## config.mk

```make
export PLATFORM = sky130hd
export DESIGN_NAME = command_frame_builder_checksum
export DESIGN_NICKNAME = d
export VERILOG_FILES = /design/src/design/cfbc_pkg.sv /design/src/design/cfbc_front.sv /design/src/design/cfbc_queue.sv /design/src/design/cfbc_back.sv /design/src/design/command_frame_builder_checksum.sv
export SDC_FILE = /design/constraint.sdc
export NUM_CORES = 1
export LEC_CHECK = 0
export ABC_AREA = 0
export BUFFER_PORTS_ARGS = -buffer_cell sky130_fd_sc_hd__buf_2
export CAP_MARGIN = 10
export CORE_UTILIZATION = 60
export DETAILED_ROUTE_END_ITERATION = 12
export PLACE_DENSITY = 0.8
export SETUP_SLACK_MARGIN = 0.5
export SYNTH_ARGS = -nofsm -noshare
export SYNTH_HDL_FRONTEND = slang
export SYNTH_SLANG_ARGS = --single-unit
```

## constraint.sdc

```tcl
create_clock -name clock -period 8.65 [get_ports clock]
set_input_delay 0.865 -clock clock [delete_from_list [all_inputs] [get_ports clock]]
set_output_delay 0.865 -clock clock [all_outputs]
set_load 0.005 [all_outputs]
```

## src/design/cfbc_pkg.sv

```systemverilog
// Shared types and constants for the command frame builder with checksum.
package cfbc_pkg;

   localparam int unsigned BYTE_W      = 8;
   localparam int unsigned HEAD_COUNT  = 6;
   localparam int unsigned STEP_W      = 3;
   localparam int unsigned QUEUE_DEPTH = 2;
   localparam int unsigned QPTR_W      = 1;
   localparam int unsigned QCNT_W      = 2;

   localparam logic [BYTE_W-1:0] PREAMBLE_RESET = 8'h02;

   localparam logic ACTION_HEADER  = 1'b0;
   localparam logic ACTION_PAYLOAD = 1'b1;

   localparam logic [STEP_W-1:0] HEAD_BYTES    = 3'd6;
   localparam logic [STEP_W-1:0] PAYLOAD_BYTES = 3'd1;

   typedef logic [BYTE_W-1:0] byte_type;

   typedef struct packed {
      logic [HEAD_COUNT-1:0][BYTE_W-1:0] data;
      logic [STEP_W-1:0]                 data_count;
      logic                              has_checksum;
      byte_type                          checksum;
   } entry_type;

   typedef struct packed {
      logic      push;
      entry_type entry;
   } push_type;

   typedef struct packed {
      logic full;
      logic empty;
   } qstat_type;

endpackage

```

## src/design/cfbc_front.sv

```systemverilog
// Front end: accepts items, tracks the open frame and the running sum, and queues work.
module cfbc_front (
   input  logic                  clock,
   input  logic                  reset,
   input  logic                  req_valid,
   output logic                  req_stall,
   input  logic                  req_action,
   input  logic [15:0]           req_address,
   input  logic [7:0]            req_command_code,
   input  logic [7:0]            req_command_type,
   input  logic [7:0]            req_payload_length,
   input  logic [7:0]            req_payload_byte,
   input  cfbc_pkg::byte_type    preamble,
   input  cfbc_pkg::qstat_type   qstat,
   output cfbc_pkg::push_type    push_out
);

   logic                 open_ff, open_in;
   cfbc_pkg::byte_type   remaining_ff, remaining_in;
   cfbc_pkg::byte_type   sum_ff, sum_in;
   logic                 accept;
   cfbc_pkg::byte_type   head_sum;
   cfbc_pkg::byte_type   pay_sum;
   cfbc_pkg::entry_type  entry;

   assign req_stall = qstat.full;
   assign accept    = req_valid && !qstat.full;

   assign head_sum = 8'(preamble + req_address[7:0] + req_address[15:8]
                        + req_command_code + req_command_type + req_payload_length);
   assign pay_sum  = 8'(sum_ff + req_payload_byte);

   always_comb begin
      open_in      = open_ff;
      remaining_in = remaining_ff;
      sum_in       = sum_ff;
      entry        = '0;
      push_out     = '0;
      if (accept) begin
         if (req_action == cfbc_pkg::ACTION_HEADER) begin
            entry.data[0]    = preamble;
            entry.data[1]    = req_address[7:0];
            entry.data[2]    = req_address[15:8];
            entry.data[3]    = req_command_code;
            entry.data[4]    = req_command_type;
            entry.data[5]    = req_payload_length;
            entry.data_count = cfbc_pkg::HEAD_BYTES;
            entry.checksum   = 8'(8'd0 - head_sum);
            sum_in           = head_sum;
            if (req_payload_length == 8'd0) begin
               entry.has_checksum = 1'b1;
               open_in            = 1'b0;
               remaining_in       = 8'd0;
            end else begin
               open_in      = 1'b1;
               remaining_in = req_payload_length;
            end
            push_out.push = 1'b1;
         end else if (open_ff) begin
            entry.data[0]    = req_payload_byte;
            entry.data_count = cfbc_pkg::PAYLOAD_BYTES;
            entry.checksum   = 8'(8'd0 - pay_sum);
            sum_in           = pay_sum;
            if (remaining_ff == 8'd1) begin
               entry.has_checksum = 1'b1;
               open_in            = 1'b0;
               remaining_in       = 8'd0;
            end else begin
               remaining_in = 8'(remaining_ff - 8'd1);
            end
            push_out.push = 1'b1;
         end
      end
      push_out.entry = entry;
   end

   always_ff @(posedge clock) begin
      if (reset) begin
         open_ff      <= 1'b0;
         remaining_ff <= '0;
         sum_ff       <= '0;
      end else begin
         open_ff      <= open_in;
         remaining_ff <= remaining_in;
         sum_ff       <= sum_in;
      end
   end

endmodule

```

## src/design/cfbc_queue.sv

```systemverilog
// Short queue of work entries between the front end and the back end.
module cfbc_queue (
   input  logic                 clock,
   input  logic                 reset,
   input  cfbc_pkg::push_type   push_in,
   input  logic                 pop,
   output cfbc_pkg::entry_type  head,
   output cfbc_pkg::qstat_type  qstat
);

   cfbc_pkg::entry_type                 slot_ff [cfbc_pkg::QUEUE_DEPTH];
   logic [cfbc_pkg::QPTR_W-1:0]         wr_ptr_ff, wr_ptr_in;
   logic [cfbc_pkg::QPTR_W-1:0]         rd_ptr_ff, rd_ptr_in;
   logic [cfbc_pkg::QCNT_W-1:0]         count_ff, count_in;

   assign head        = slot_ff[rd_ptr_ff];
   assign qstat.full  = (count_ff == cfbc_pkg::QCNT_W'(cfbc_pkg::QUEUE_DEPTH));
   assign qstat.empty = (count_ff == '0);

   always_comb begin
      wr_ptr_in = push_in.push ? cfbc_pkg::QPTR_W'(wr_ptr_ff + 1'b1) : wr_ptr_ff;
      rd_ptr_in = pop ? cfbc_pkg::QPTR_W'(rd_ptr_ff + 1'b1) : rd_ptr_ff;
      count_in  = count_ff;
      if (push_in.push && !pop) begin
         count_in = cfbc_pkg::QCNT_W'(count_ff + 1'b1);
      end else if (pop && !push_in.push) begin
         count_in = cfbc_pkg::QCNT_W'(count_ff - 1'b1);
      end
   end

   always_ff @(posedge clock) begin
      if (push_in.push) begin
         slot_ff[wr_ptr_ff] <= push_in.entry;
      end
   end

   always_ff @(posedge clock) begin
      if (reset) begin
         wr_ptr_ff <= '0;
         rd_ptr_ff <= '0;
         count_ff  <= '0;
      end else begin
         wr_ptr_ff <= wr_ptr_in;
         rd_ptr_ff <= rd_ptr_in;
         count_ff  <= count_in;
      end
   end

endmodule

```

## src/design/cfbc_back.sv

```systemverilog
// Back end: serialises queued entries into frame bytes through an output register.
module cfbc_back (
   input  logic                 clock,
   input  logic                 reset,
   input  cfbc_pkg::entry_type  head,
   input  cfbc_pkg::qstat_type  qstat,
   output logic                 pop,
   output logic                 rsp_valid,
   input  logic                 rsp_stall,
   output logic [7:0]           rsp_frame_byte,
   output logic                 rsp_frame_end
);

   logic [cfbc_pkg::STEP_W-1:0] step_ff, step_in;
   logic                        valid_ff, valid_in;
   cfbc_pkg::byte_type          byte_ff, byte_in;
   logic                        end_ff, end_in;
   logic                        load;
   logic                        at_checksum;
   logic [cfbc_pkg::STEP_W-1:0] last_step;

   assign load        = !qstat.empty && (!valid_ff || !rsp_stall);
   assign at_checksum = (step_ff == head.data_count);
   assign last_step   = head.has_checksum ? head.data_count
                                          : cfbc_pkg::STEP_W'(head.data_count - 1'b1);

   always_comb begin
      step_in  = step_ff;
      byte_in  = byte_ff;
      end_in   = end_ff;
      valid_in = valid_ff && rsp_stall;
      pop      = 1'b0;
      if (load) begin
         valid_in = 1'b1;
         byte_in  = at_checksum ? head.checksum : head.data[step_ff];
         end_in   = at_checksum;
         if (step_ff == last_step) begin
            pop     = 1'b1;
            step_in = '0;
         end else begin
            step_in = cfbc_pkg::STEP_W'(step_ff + 1'b1);
         end
      end
   end

   always_ff @(posedge clock) begin
      if (reset) begin
         step_ff  <= '0;
         valid_ff <= 1'b0;
      end else begin
         step_ff  <= step_in;
         valid_ff <= valid_in;
      end
   end

   always_ff @(posedge clock) begin
      byte_ff <= byte_in;
      end_ff  <= end_in;
   end

   assign rsp_valid      = valid_ff;
   assign rsp_frame_byte = byte_ff;
   assign rsp_frame_end  = end_ff;

endmodule

```

## src/design/command_frame_builder_checksum.sv

```systemverilog
// Top level of the command frame builder with two's complement byte-sum checksum.
// The req channel takes header items (action 0) and payload items (action 1) under
// valid and stall; an item transfers at a clock edge with req_valid high and req_stall low.
// A header yields the preamble, address low and high bytes, code, type and length on the
// rsp channel, followed by the checksum marked with rsp_frame_end when the length is zero.
// Each payload byte of an open frame passes through, and the last one is followed by the
// checksum. Payload bytes with no open frame are dropped without output.
// The csr port writes the preamble byte; write it only while the block is idle.
// The first byte of an item is written into the queue at its transfer, then loaded into
// the output register, where it can itself transfer. The serialiser emits one byte per
// cycle while the queue holds an entry and rsp_stall is low, so payload items stream at
// one per cycle (the last of a frame is followed by its checksum) while headers occupy it
// for six or seven bytes; a two-entry queue lets the front end take items in the meantime.
// When the receiver asserts rsp_stall the output byte holds, the queue fills and req_stall
// rises once both queue entries are taken.
// Synchronous reset empties the queue and output register, closes any open frame, clears
// the running sum and sets the preamble to 2.
module command_frame_builder_checksum (
   input  logic        clock,
   input  logic        reset,
   input  logic        req_valid,
   output logic        req_stall,
   input  logic        req_action,
   input  logic [15:0] req_address,
   input  logic [7:0]  req_command_code,
   input  logic [7:0]  req_command_type,
   input  logic [7:0]  req_payload_length,
   input  logic [7:0]  req_payload_byte,
   output logic        rsp_valid,
   input  logic        rsp_stall,
   output logic [7:0]  rsp_frame_byte,
   output logic        rsp_frame_end,
   input  logic        csr_write_enable,
   input  logic [7:0]  csr_write_data
);

   cfbc_pkg::byte_type   preamble_ff, preamble_in;
   cfbc_pkg::push_type   push;
   cfbc_pkg::qstat_type  qstat;
   cfbc_pkg::entry_type  head;
   logic                 pop;

   assign preamble_in = csr_write_enable ? csr_write_data : preamble_ff;

   always_ff @(posedge clock) begin
      if (reset) begin
         preamble_ff <= cfbc_pkg::PREAMBLE_RESET;
      end else begin
         preamble_ff <= preamble_in;
      end
   end

   cfbc_front u_front (
      .clock              (clock),
      .reset              (reset),
      .req_valid          (req_valid),
      .req_stall          (req_stall),
      .req_action         (req_action),
      .req_address        (req_address),
      .req_command_code   (req_command_code),
      .req_command_type   (req_command_type),
      .req_payload_length (req_payload_length),
      .req_payload_byte   (req_payload_byte),
      .preamble           (preamble_ff),
      .qstat              (qstat),
      .push_out           (push)
   );

   cfbc_queue u_queue (
      .clock   (clock),
      .reset   (reset),
      .push_in (push),
      .pop     (pop),
      .head    (head),
      .qstat   (qstat)
   );

   cfbc_back u_back (
      .clock          (clock),
      .reset          (reset),
      .head           (head),
      .qstat          (qstat),
      .pop            (pop),
      .rsp_valid      (rsp_valid),
      .rsp_stall      (rsp_stall),
      .rsp_frame_byte (rsp_frame_byte),
      .rsp_frame_end  (rsp_frame_end)
   );

   a_no_push_when_full: assert property (@(posedge clock) disable iff (reset)
      !(push.push && qstat.full))
      else $error("Entry pushed into a full queue.");

   a_no_pop_when_empty: assert property (@(posedge clock) disable iff (reset)
      !(pop && qstat.empty))
      else $error("Entry popped from an empty queue.");

   a_stall_holds_output: assert property (@(posedge clock) disable iff (reset)
      (rsp_valid && rsp_stall) |=> (rsp_valid && $stable(rsp_frame_byte)
                                    && $stable(rsp_frame_end)))
      else $error("Stalled output transfer changed.");

   a_reset_clears_output: assert property (@(posedge clock)
      reset |=> (!rsp_valid && qstat.empty))
      else $error("Output or queue not cleared by reset.");

endmodule
```

* Word-level counts from Yosys, hierarchy flattened *
Memories as Yosys holds them, arrays and structs flattened. A register that Yosys moved wholly into a read port is not among the register bits.
Cells that the tools add are included.

cells by class
  equal/unequal tests = 5
  reduce and logical (&&, ||, !) cells = 16
  $add $sub $neg = 15
  mux-type cells = 33
  magnitude comparators = 1

operators with widths
  cell                                                 number
  2-to-1 mux 8 bit                                     8
  2-to-1 mux 60 bit                                    1
  adder 8 bit                                          6
  2-to-1 mux 20 bit                                    2
  2-to-1 mux 40 bit                                    1
  binary-select mux 8 bit (select 3 bit)               1
  2-to-1 mux 1 bit                                     16
  subtractor 1 x 8 -> 8 bit, first input constant      2
  equality test 8 x 1 -> 1 bit, second input constant  1
  logical NOT 8 bit                                    1
  subtractor 8 x 1 -> 8 bit, second input constant     1
  equality test 3 bit                                  2
  logical NOT 1 bit                                    6
  2-to-1 mux 3 bit                                     2
  logical AND 1 bit                                    5
  < comparator 3 x 4 -> 1 bit, second input constant   1
  2-to-1 mux 2 bit                                     2
  adder 3 x 1 -> 3 bit, second input constant          1
  subtractor 3 x 1 -> 3 bit, second input constant     1
  adder 1 bit, second input constant                   2
  adder 2 x 1 -> 2 bit, second input constant          1
  equality test 2 bit, second input constant           1
  logical NOT 2 bit                                    1
  != test 2 x 1 -> 1 bit, second input constant        1
  4 further kinds                                      4

storage, ports and cells
  flip-flop bits (word level) = 42
  memory bits (writable) = 120
  memories kept = 1
  logic and storage cells = 82
  bits of input ports = 62
  output and inout port bits = 11

memories
  memory           words  bits a word  read ports  clocked after memory_dff  wr ports  line              RTL
  u_queue.slot_ff  2      60           1           1                         1         cfbc_queue.sv:11  cfbc_pkg::entry_type slot_ff [cfbc_pkg::QUEUE_DEPTH];

* Logic depth before layout (Yosys ltp) *
Gate-level depths: netlist of run 1.

  word-level depth = 8
  depth in mapped cells = 16
  mapped depth without buffers = 16

* Hierarchy *
A second synthesis of run 1 with hierarchy kept.

unflattened totals
  cell total of the unflattened synthesis = 695
  area total of the unflattened synthesis = 8669.6 µm²

modules (own cells, without submodules)
  module                          area an instance (µm²)  sequential area each (µm²)  times used  cells each
  cfbc_queue                      4521.8                  3703.6                      1           209
  cfbc_front                      2792.7                  340.3                       1           366
  cfbc_back                       1064.8                  350.3                       1           94
  command_frame_builder_checksum  290.3                   160.2                       1           26

* Least setup slack after synthesis of run 1 *
OpenSTA, ideal clock, no wires.

  path type = input port to flip-flop
  start = in req_address[2]
  end = mem u_queue.slot_ff[0][7] in the netlist's numbering (data pin)
  stages = 15
  slack = 3968 ps
  data required time = 8390 ps
  arrival = 4422 ps
  path buffers = 0
  library setup time = 260 ps
  cells stage by stage = inv_1 > fa_1 > inv_1 > fa_1 > inv_1 > fa_1 > inv_1 > ha_1 > inv_1 > fa_1 > nor2b_1 > or4bb_1 > a211oi_2 > xnor2_1 > a22o_1

RTL lines
  element          line                                  RTL
  start, declared  command_frame_builder_checksum.sv:24  input logic [15:0] req_address,
  end, declared    cfbc_queue.sv:11

==> results of run 1 <==
## stage by stage
| stage | area [um^2] | power (mW) |
|---|---|---|
| 2_1_floorplan | 8389 | 1.731 |
| 3_3_place_gp | 8906 | 1.962 |
| 3_5_place_dp | 8906 | 2.003 |
| 4_1_cts | 9478 | 2.747 |
| 5_1_grt | 9478 | 2.884 |
| 6_report | 9478 | 2.757 |
## layout by cell type, fill, tap and decap left out, types with 3 or more instances in the layout
cell type	instances
a211oi_1	8
a21o_1	3
a21oi_1	25
a22o_1	12
a22oi_1	3
and2_1	3
and3_1	19
buf_2	72
buf_4	8
bufinv_16	3
clkbuf_16	17
clkinv_1	6
dfxtp_1	33
edfxtp_1	127
fa_1	28
ha_1	20
inv_1	74
mux2i_1	28
mux4_2	24
nand2_1	18
nand2b_1	4
nor2_1	62
nor2b_1	6
nor3_1	31
nor4_1	4
o21ai_0	13
o22ai_1	10
or3_1	3
xnor2_1	24
xor2_1	12
## where the power goes
| part | internal [mW] | leakage [nW] | switching, mW |
|---|---|---|---|
| combinational | 0.404 | 1.96 | 0.590 |
| clock | 0.446 | 0.274 | 0.299 |
| sequential | 0.976 | 1.48 | 0.0414 |
| total | 1.83 | 3.71 | 0.931 |
## per-layer routing
layer | vias to the layer above | GRT usage
met2 | 269 | 0.4652
met4 | 0 | 0.1366
met5 | - | 0
met3 | 42 | 0.06038
met1 | 2791 | 0.4078
li1 | 2545 | -
## cells in the mapped netlist (4+ instances only)
master | number | area [um^2]
edfxtp_1 | 127 | 3814
inv_1 | 74 | 277.8
nor2_1 | 63 | 236.5
dfxtp_1 | 34 | 680.7
nor3_1 | 31 | 155.2
fa_1 | 28 | 560.5
mux2i_1 | 28 | 280.3
a21oi_1 | 25 | 125.1
mux4_2 | 24 | 540.5
xnor2_1 | 24 | 210.2
clkbuf_1 | 21 | 78.83
ha_1 | 20 | 250.2
and3_1 | 19 | 118.9
nand2_1 | 18 | 67.56
o21ai_0 | 13 | 65.06
a22o_1 | 12 | 105.1
xor2_1 | 12 | 105.1
o22ai_1 | 10 | 62.56
a211oi_1 | 8 | 60.06
nor2b_1 | 6 | 37.54
buf_2 | 5 | 25.02
and2_1 | 4 | 25.02
buf_1 | 4 | 15.01
nand2b_1 | 4 | 25.02
nor4_1 | 4 | 25.02
## logic make-up after synthesis
family | count (synthesis) | synth area share
xor gates and xnor gates | 37 | 0.04027
muxes | 53 | 0.09918
and+or+nand+nor | 167 | 0.09948
DFF | 161 | 0.5357
AOI/OAI and AO/OA | 96 | 0.07919
adders and majority gates | 48 | 0.09664
buffers and inverters | 107 | 0.04951
## layout make-up
class | instances | area [um^2] | area share
Clock buffer | 18 | 429.2 | 0.04528
Clock inverter | 13 | 142.6 | 0.01505
Inverter | 75 | 281.5 | 0.02970
Multi-Input combinational cell | 401 | 3488 | 0.3681
Sequential cell | 161 | 4496 | 0.4743
Tap cell | 176 | 220.2 | 0.02323
Timing Repair Buffer | 80 | 420.4 | 0.04436
## critical path, cell delays in order
cell,delay (ns)
buf_2,0.09
inv_1,0.11
fa_1,0.54
inv_1,0.06
fa_1,0.47
inv_1,0.07
fa_1,0.47
inv_1,0.07
ha_1,0.20
inv_1,0.07
fa_1,0.57
nor2b_1,0.18
or4bb_1,0.56
a211oi_2,0.19
xnor2_1,0.10
a22o_1,0.21
## sequential cells by signal, summed over array words and instances (netlist names), named ones only
name / flops
u_front.remaining_ff: 8
u_back.rsp_frame_end: 1
u_queue.slot_ff: 118
preamble_ff: 8
u_queue.count_ff: 2
u_back.rsp_valid: 1
u_front.sum_ff: 8
u_front.open_ff: 1
u_queue.wr_ptr_ff: 1
u_back.rsp_frame_byte: 8
u_back.step_ff: 3
u_queue.rd_ptr_ff: 1
## worst paths after layout
path	start	endpoint	slack, ns
setup / recovery	req_payload_length[2]	u_queue.slot_ff[0][7]	4.00
hold / removal	u_front.sum_ff[5]	u_front.sum_ff[5]	0.46
setup reg to reg	preamble_ff[2]	u_queue.slot_ff[0][7]	4.15
hold reg to reg	u_front.sum_ff[5]	u_front.sum_ff[5]	0.46
==> results.tsv, run 1 <==
stage	metric	value	unit
outcome	outcome	complete, no violations	
logic_synthesis	syn-num-nets	779	
timing	worst_pin_slew	1.071	ns
cells_and_area	drive_gt1_frac	0.1939	
power_and_ir_drop	peakVddDrop	173.9	uV
detailed_routing	highest_layer	met4	
logic_synthesis	synth-main-ff-cell	edfxtp_1	
cells_and_area	final_core_util	0.7045	
cts	post_cts_buffers	0	
logic_synthesis	ys_async_sr_fraction	0	
placed_design	gp_congestion	0.8756	
die	fp.dieH	120.2	um
timing	rsz0062_at_grt	no	
detailed_routing	wl_met2	9610	um
cts	cts_resized	0	
timing	fin_ws	4.000	ns
logic_synthesis	ys_types	63	
min_path	min_path_type	flop to flop	
cells_and_area	area_growth	12.98	%
placed_design	place.port_buffers	72	
setup_path	critPathRequiredTime	8.83	ns
die	io_pins	73	
timing	min_period_over_period	0.5375	
cts	cts_tree	built	
global_routing	grt_pass1_vias	5786	
setup_path	path_max_fanout	3	
cts	cts_num_sinks	161	
setup_path	critPathKind	input port to flop	
detailed_routing	wl_per_cell	21.89	um
cells_and_area	fill_cells	972	
logic_synthesis	synth_edf_count	127	
cells_and_area	final_nets	846	
detailed_routing	viasPerCell	6.111	
cells_and_area	insertedDiodeCount	0	
cts	cts_buffer_depth	2	
global_routing	antenna_found_initial	0	
setup_path	startpoint_type	input port	
global_routing	grt_pass1_wl	31310	um
global_routing	overflow	0	
cts	cts-buffers-inserted	17	
cells_and_area	layout.cells.non_filler	924	
detailed_routing	ant_nets	0	
die	fp-row-count	42	
timing	final-setup-viol-count	0	
detailed_routing	drc	0	
global_routing	track_usage	0.2985	
cts	clkTransAtPathRegs	0.06	ns
logic_synthesis	synthCells	669	
detailed_routing	wl	20230	um
die	dieArea	14460	um^2
die	die_x	120.2	um
power_and_ir_drop	p_leak	3.712	nW
logic_synthesis	yosysWarnings	0	
detailed_routing	drt_iter0_drc	623	
timing	post-route-min-period	4.650	ns
setup_path	endpoint_kind	flop	
timing	final.setup_skew	0.007266	ns
global_routing	grt_max_degree	60	
placed_design	pre_cts_slack	3.581	ns
detailed_routing	m1WireLength	8505	um
die	coreArea	13450	um^2
timing	setup_tns	0	ns
logic_synthesis	ys_ff_latch	161	
timing	hold_violations	0	
die	start_util	0.6236	
timing	relSlewSlack	0.2837	
timing	final-max-slew-violation-count	0	
logic_synthesis	syn_area	8389	um^2
cts	holdBufCountCts	0	
setup_path	arrival	4.83	ns
timing	hold_slack	0.4623	ns
detailed_routing	dr.pass1.iters	5	
detailed_routing	route.met3.wl	1376	um
placed_design	dpl.hpwl	13770	um
power_and_ir_drop	powerDensity	290.9	nW/um^2
cts	worstSkewPairLatency	0.43	ns
timing	max_freq	215.1	MHz
logic_synthesis	syn_avg_cell_area	12.54	um^2
cts	cts_root_buf	clkbuf_16	
logic_synthesis	yosysSeqAreaShare	0.5357	
detailed_routing	vias	5647	
setup_path	ff2ff_path_depth	15	
run	drv_cap	0	
placed_design	place_inst	893	
min_path	hold_depth	2	
cts	htreeDepth	4	
Note: power is estimated with default switching activity, not from simulation.
==> run 2, diff against run 1 <==
==> constraint.sdc (replaced) <==
create_clock -name clock -period 4.35 [get_ports clock]
set_input_delay 0.435 -clock clock [delete_from_list [all_inputs] [get_ports clock]]
set_output_delay 0.435 -clock clock [all_outputs]
set_load 0.005 [all_outputs]
==> run 2 against run 1 <==
Compared with the run above:
- via count up 4.0%
- final area grew 2.4%
- power increased by 110%
- sequential power is 98% higher
- clock-buffer cell count is 1 higher
- hold slack got worse by 0.25 ns
- critical path type is now flop to flop
- combinational power increased by 140%
- wire length up 1.5%
- clock power up 89%
==> results.tsv, run 2 (synthesis gave the netlist of run 1 again) <==
stage	metric	value	unit	change
timing	final.setup_skew	0.007283	ns	+0.00001641 ns
setup_path	critPathRequiredTime	4.52	ns	-4.31 ns
detailed_routing	dr.pass1.iters	5		unchanged
setup_path	path_max_fanout	2		-1
global_routing	antenna_found_initial	0		unchanged
cells_and_area	drive_gt1_frac	0.2405		+0.04662
cells_and_area	top_register	u_queue.slot_ff		
cts	worstSkewPairLatency	0.43	ns	about the same
cells_and_area	final_nets	859		+1.5%
timing	final-max-slew-violation-count	0		unchanged
setup_path	r2r-end	u_queue.slot_ff[1][7]		
placed_design	place.port_buffers	72		unchanged
timing	worst_pin_slew	1.124	ns	+0.05380 ns
setup_path	reg2reg_slack	0.23	ns	-3.92 ns
timing	hold_violations	0		unchanged
setup_path	setup.worst_path.end	u_queue.slot_ff[1][7]		
cts	cts_num_sinks	161		unchanged
detailed_routing	wl_per_cell	21.90	um	about the same
detailed_routing	viasPerCell	6.266		+2.5%
global_routing	grt_max_degree	40		-33%
die	io_pins	73		unchanged
setup_path	r2r_start	preamble_ff[2]		
cts	cts_root_buf	clkbuf_16		
setup_path	cpMostUsedCell	inv_2		
cells_and_area	final_core_util	0.7217		+0.01721
timing	hold_slack	0.2115	ns	-0.2509 ns
global_routing	grt_pass1_vias	5915		+2.2%
setup_path	max_stage_delay	0.55	ns	-0.02 ns
die	coreArea	13450	um^2	unchanged
setup_path	arrival	4.29	ns	-0.54 ns
setup_path	cp.depth	15		-1
cells_and_area	largest_register_ff_count	118		unchanged
global_routing	grt_pass1_wl	31630	um	+1.0%
setup_path	startpoint_type	flop		
timing	min_period_over_period	0.9477		
timing	relSlewSlack	0.2487		-0.03505
min_path	min_path_type	input port to flop		
power_and_ir_drop	peakVddDrop	307.2	uV	+77%
detailed_routing	drt_iter0_drc	559		-10%
cells_and_area	area_growth	15.73	%	
timing	final-setup-viol-count	0		unchanged
detailed_routing	vias	5871		+4.0%
cts	cts_buffer_depth	2		unchanged
setup_path	critPathKind	flop to flop		
cts	htreeDepth	4		unchanged
setup_path	crit_path_start	preamble_ff[2]		
run	drv_cap	0		unchanged
timing	setup_tns	0	ns	unchanged
power_and_ir_drop	powerDensity	595.8	nW/um^2	+100%
detailed_routing	wl	20520	um	+1.5%
cells_and_area	layout.cells.non_filler	937		+1.4%
die	die_x	120.2	um	unchanged
detailed_routing	drc	0		unchanged
global_routing	overflow	0		unchanged
cells_and_area	layout_common_cells	127 x edfxtp_1, 72 x buf_2, 67 x inv_1, 62 x nor2_1, 31 x dfxtp_1		
cts	clkTransAtPathRegs	0.06	ns	about the same
setup_path	endpoint_kind	flop		
timing	rsz0062_at_grt	yes		
timing	post-route-min-period	4.122	ns	
setup_path	cp_top_family	adder cells		
setup_path	ff2ff_path_depth	15		unchanged
die	start_util	0.6236		unchanged
die	dieArea	14460	um^2	unchanged
cells_and_area	final_common_cell	edfxtp_1		
die	fp-row-count	42		unchanged
global_routing	track_usage	0.2990		+0.0004727
setup_path	cp_cell_sequence	inv_2 -> fa_1 -> inv_2 -> fa_1 -> inv_1 -> fa_1 -> inv_2 -> ha_4 -> inv_2 -> fa_2 -> nor2b_4 -> or4bb_4 -> a211oi_2 -> xnor2_1 -> a22o_1		
power_and_ir_drop	total_power	5.785	mW	+110%
cts	cts_tree	built		
cts	cts-buffers-inserted	17		unchanged
setup_path	cp.buffers_inverters	5		-1
cells_and_area	insertedDiodeCount	0		unchanged
placed_design	place_inst	902		+1.0%
timing	max_freq	242.6	MHz	
die	fp.dieH	120.2	um	unchanged
power_and_ir_drop	p_leak	3.816	nW	+2.8%
setup_path	crit_path_top_delay_cell	fa_2		
detailed_routing	ant_nets	0		unchanged
outcome	outcome	complete, no violations		
placed_design	gp_congestion	0.9630		+10%
placed_design	dpl.hpwl	13910	um	+0.98%
==> run 2: cell types whose count changed in the layout (fill, tap and decap cells not counted), moves of 3 or more <==
| cell | previous run | this run |
|---|---|---|
| buf_4 | 8 | 17 |
| inv_2 | 0 | 6 |
| clkinv_1 | 6 | 3 |
| inv_1 | 74 | 67 |
| clkinv_2 | 2 | 5 |
==> run 2: per-stage QoR <==
stage | area, um^2 | setup WS [ns]
2_1_floorplan | 8423 | 0.1930
3_3_place_gp | 9030 | -0.03354
3_5_place_dp | 9030 | -0.1395
4_1_cts | 9628 | 0.2848
5_1_grt | 9709 | 0.1586
6_report | 9709 | 0.2276
==> run 2: cell type report <==
type | count | area (um^2)
flip-flops and latches | 161 | 4498
fillers | 892 | 3744
multi-input cells | 401 | 3597
repair buffers | 93 | 550.5
clock buffers | 19 | 432.9
inverters | 75 | 294.0
well taps | 176 | 220.2
clock inverters | 12 | 116.4
==> run 2: how the worst min path moves through the flow <==
stage               cells after the start  slack (ns)               from                 to
floorplan                               2        0.44  u_front.sum_ff[5]  u_front.sum_ff[5]
global placement                        2        0.45  u_front.sum_ff[2]  u_front.sum_ff[2]
detailed placement                      2        0.46  u_front.sum_ff[2]  u_front.sum_ff[2]
CTS                                     2        0.21  csr_write_data[1]     preamble_ff[1]
global route                            2        0.21  csr_write_data[1]     preamble_ff[1]
finish                                  2        0.21  csr_write_data[1]     preamble_ff[1]
==> run 2: routing by layer <==
layer  share of wire  global-route usage  routed length, um  up-vias
li1                -                   -                  -     2578
met1            0.40              0.3985               8165     2905
met2            0.47              0.4698               9695      331
met3           0.088             0.05849               1799       57
met4           0.042              0.1551                863        0
met5               0                   0                  0        -
==> run 2: report_power, final <==
| group | internal (mW) | switching, mW | leakage (nW) | total [mW] |
|---|---|---|---|---|
| Sequential | 1.94 | 0.0830 | 1.48 | 2.02 |
| Clock | 0.832 | 0.581 | 0.268 | 1.41 |
| Combinational | 1.03 | 1.32 | 2.07 | 2.35 |
==> run 2: timing repair <==
item / CTS / global route
cloned: 0 / 0
buffers inserted: 3 / 1
hold buffers: 0 / 0
pin swaps: 5 / 2
gates resized for setup: 9 / 16
setup endpoints to repair: 7 / 11
==> run 3, diff against run 2 <==
==> constraint.sdc (replaced) <==
create_clock -name clock -period 3.8 [get_ports clock]
set_input_delay 0.38 -clock clock [delete_from_list [all_inputs] [get_ports clock]]
set_output_delay 0.38 -clock clock [all_outputs]
set_load 0.005 [all_outputs]
==> run 3 against run 2 <==
Compared with the run above:
- the flow now finishes with violations (setup timing)
- fmax up 0.62%
- register-to-register slack lost 0.52 ns
- hold slack got worse by 0.045 ns
- die area unchanged
- flip-flop and latch count stayed put
- power is 24% higher
- largest power group unchanged
==> results.tsv, run 3 (synthesis gave the netlist of run 1 again) <==
stage	metric	value	unit	change
outcome	outcome	complete, but fails checks		
outcome	violations	setup timing		
timing	final-setup-viol-count	8		+8
timing	final-max-slew-violation-count	0		unchanged
global_routing	track_usage	0.3011		+0.002105
setup_path	crit_path_top_delay_cell	fa_2		
setup_path	startpoint_type	flop		
cells_and_area	multi_input_area	3669	um^2	+2.0%
cells_and_area	drive_gt1_frac	0.3083		+0.06780
power_and_ir_drop	p_leak	4.035	nW	+5.8%
setup_path	cp_cell_sequence	inv_2 -> fa_1 -> inv_1 -> fa_1 -> inv_2 -> fa_2 -> inv_2 -> ha_4 -> inv_2 -> fa_2 -> nor2b_4 -> or4bb_4 -> buf_4 -> xor2_2 -> nand2_1 -> a21oi_2		
detailed_routing	ant_nets	0		unchanged
detailed_routing	viasPerCell	6.086		-2.9%
global_routing	grt_pass1_wl	31820	um	+0.59%
die	start_util	0.6236		unchanged
setup_path	arrival	4.37	ns	+0.08 ns
cells_and_area	layout.cells.non_filler	974		+3.9%
timing	max_freq	244.1	MHz	+0.62%
detailed_routing	dr.pass1.iters	5		unchanged
die	fp-row-count	42		unchanged
cts	cts_tree	built		
cells_and_area	area_growth	20.88	%	
cells_and_area	final_common_cell	edfxtp_1		
timing	post-route-min-period	4.097	ns	-0.02555 ns
die	io_pins	73		unchanged
global_routing	grt_pass1_vias	6063		+2.5%
detailed_routing	m1WireLength	8126	um	-0.48%
setup_path	max_stage_delay	0.54	ns	about the same
cts	cts_root_buf	clkbuf_16		
cells_and_area	fill_cells	861		-3.5%
detailed_routing	drc	0		unchanged
cells_and_area	stdcell_area	10140	um^2	+4.4%
timing	hold_slack	0.1667	ns	-0.04474 ns
placed_design	postPlaceCellArea	9294	um^2	+2.9%
cts	cts_num_sinks	161		unchanged
timing	relSlewSlack	0.5051		+0.2565
setup_path	cpMostUsedCell	inv_2		
detailed_routing	route.met3.wl	1470	um	-18%
global_routing	grt_max_degree	40		unchanged
detailed_routing	highest_layer	met5		
die	die_x	120.2	um	unchanged
placed_design	place.port_buffers	72		unchanged
global_routing	antenna_found_initial	0		unchanged
cells_and_area	final_nets	895		+4.2%
detailed_routing	vias	5928		+0.97%
setup_path	endpoint_kind	flop		
detailed_routing	drt_iter0_drc	597		+6.8%
detailed_routing	wl	20860	um	+1.7%
die	coreArea	13450	um^2	unchanged
cells_and_area	insertedDiodeCount	0		unchanged
setup_path	critPathRequiredTime	4.08	ns	-0.44 ns
cells_and_area	register_area	4499	um^2	about the same
cells_and_area	top_register	u_queue.slot_ff		
timing	rsz0062_at_grt	yes		
timing	min_period_over_period	1.078		+0.1304
die	dieArea	14460	um^2	unchanged
min_path	min_path_type	input port to flop		
timing	setup_tns	-1.537	ns	-1.537 ns
timing	final.setup_skew	0.007496	ns	+0.0002130 ns
cts	cts-buffers-inserted	17		unchanged
timing	worst_pin_slew	0.7415	ns	-0.3828 ns
cts	worstSkewPairLatency	0.43	ns	about the same
cts	htreeDepth	4		unchanged
timing	hold_violations	0		unchanged
placed_design	gp_congestion	0.9411		-2.3%
power_and_ir_drop	peakVddDrop	379.6	uV	+24%
power_and_ir_drop	powerDensity	706.5	nW/um^2	+19%
global_routing	overflow	0		unchanged
detailed_routing	wl_met2	10460	um	+7.9%
placed_design	dpl.hpwl	13960	um	+0.38%
run	drv_cap	0		unchanged
setup_path	path_max_fanout	2		unchanged
cells_and_area	largest_register_ff_count	118		unchanged
timing	fin_ws	-0.2969	ns	-0.5245 ns
cts	cts_buffer_depth	2		unchanged
cts	clkTransAtPathRegs	0.06	ns	about the same
setup_path	ff2ff_path_depth	16		+1
setup_path	critPathKind	flop to flop		
detailed_routing	wl_per_cell	21.42	um	-2.2%
cells_and_area	layout_common_cells	127 x edfxtp_1, 72 x buf_2, 61 x inv_1, 61 x nor2_1, 51 x buf_4		
min_path	hold_depth	2		unchanged
die	fp.dieH	120.2	um	unchanged
placed_design	place_inst	935		+3.7%
==> run 3: changes by cell type in the layout (fill, tap and decap cells not counted), sizes merged <==
cell and delta:
buf +36, bufinv +2, clkbuf +1, clkinv -3, inv +1
==> run 3: power breakdown <==
| group | total [mW] | internal (mW) | switching [mW] | leakage, nW |
|---|---|---|---|---|
| sequential | 2.31 | 2.22 | 0.0930 | 1.48 |
| clock | 1.83 | 1.14 | 0.696 | 0.305 |
| combinational | 3.02 | 1.42 | 1.60 | 2.25 |
| total | 7.16 | 4.78 | 2.38 | 4.04 |
==> run 3: worst max-delay path, delay by kind of cell (launching register included) <==
family | cells | cell delay, ns
xor gates and xnor gates | 1 | 0.15
and+or+nand+nor | 3 | 0.72
AOI/OAI and AO/OA | 1 | 0.18
buffers and inverters | 6 | 0.43
DFF | 1 | 0.35
adders and majority gates | 5 | 2.12
==> run 3: path summary, 6_finish.rpt <==
check                                  startpoint  slack, ns                    end
worst max register to register     preamble_ff[2]      -0.30  u_queue.slot_ff[0][5]
worst min-delay path            csr_write_data[1]       0.17         preamble_ff[1]
worst max-delay path               preamble_ff[2]      -0.30  u_queue.slot_ff[0][5]
worst min register to register  u_front.sum_ff[2]       0.46      u_front.sum_ff[2]
==> run 3: final cells by class <==
| cell class | count | share of cell area |
|---|---|---|
| Sequential cell | 161 | 0.4437 |
| Multi-Input combinational cell | 401 | 0.3618 |
| Timing Repair Buffer | 129 | 0.07995 |
| Clock buffer | 20 | 0.04503 |
| Inverter | 75 | 0.03023 |
| Tap cell | 176 | 0.02171 |
| Clock inverter | 12 | 0.01764 |
==> run 3: repair_timing <==
| item | CTS | global route |
|---|---|---|
| setup buffers | 4 | 3 |
| pin swaps | 17 | 13 |
| hold buffers | 0 | 0 |
| endpoints found under the setup margin | 15 | 15 |
| resized for setup | 28 | 12 |
| endpoints found under the hold margin | 0 | 0 |
==> run 3: per-stage QoR <==
| step | power (mW) | util | worst slack (ns) |
|---|---|---|---|
| 2_1_floorplan | 4.041 | - | -0.3008 |
| 3_3_place_gp | 4.767 | 0.6908 | -0.5410 |
| 6_report | 7.165 | 0.7538 | -0.2969 |
| 3_5_place_dp | 4.858 | 0.6908 | -0.6599 |
| 4_1_cts | 6.949 | 0.7481 | -0.2179 |
| 5_1_grt | 7.454 | 0.7538 | -0.3975 |
==> run 3: layer usage <==
layer	vias to the layer above	global-route usage
met5	-	0.02941
met2	295	0.5072
met4	2	0.1335
met3	55	0.05755
met1	2935	0.3781
li1	2641	-
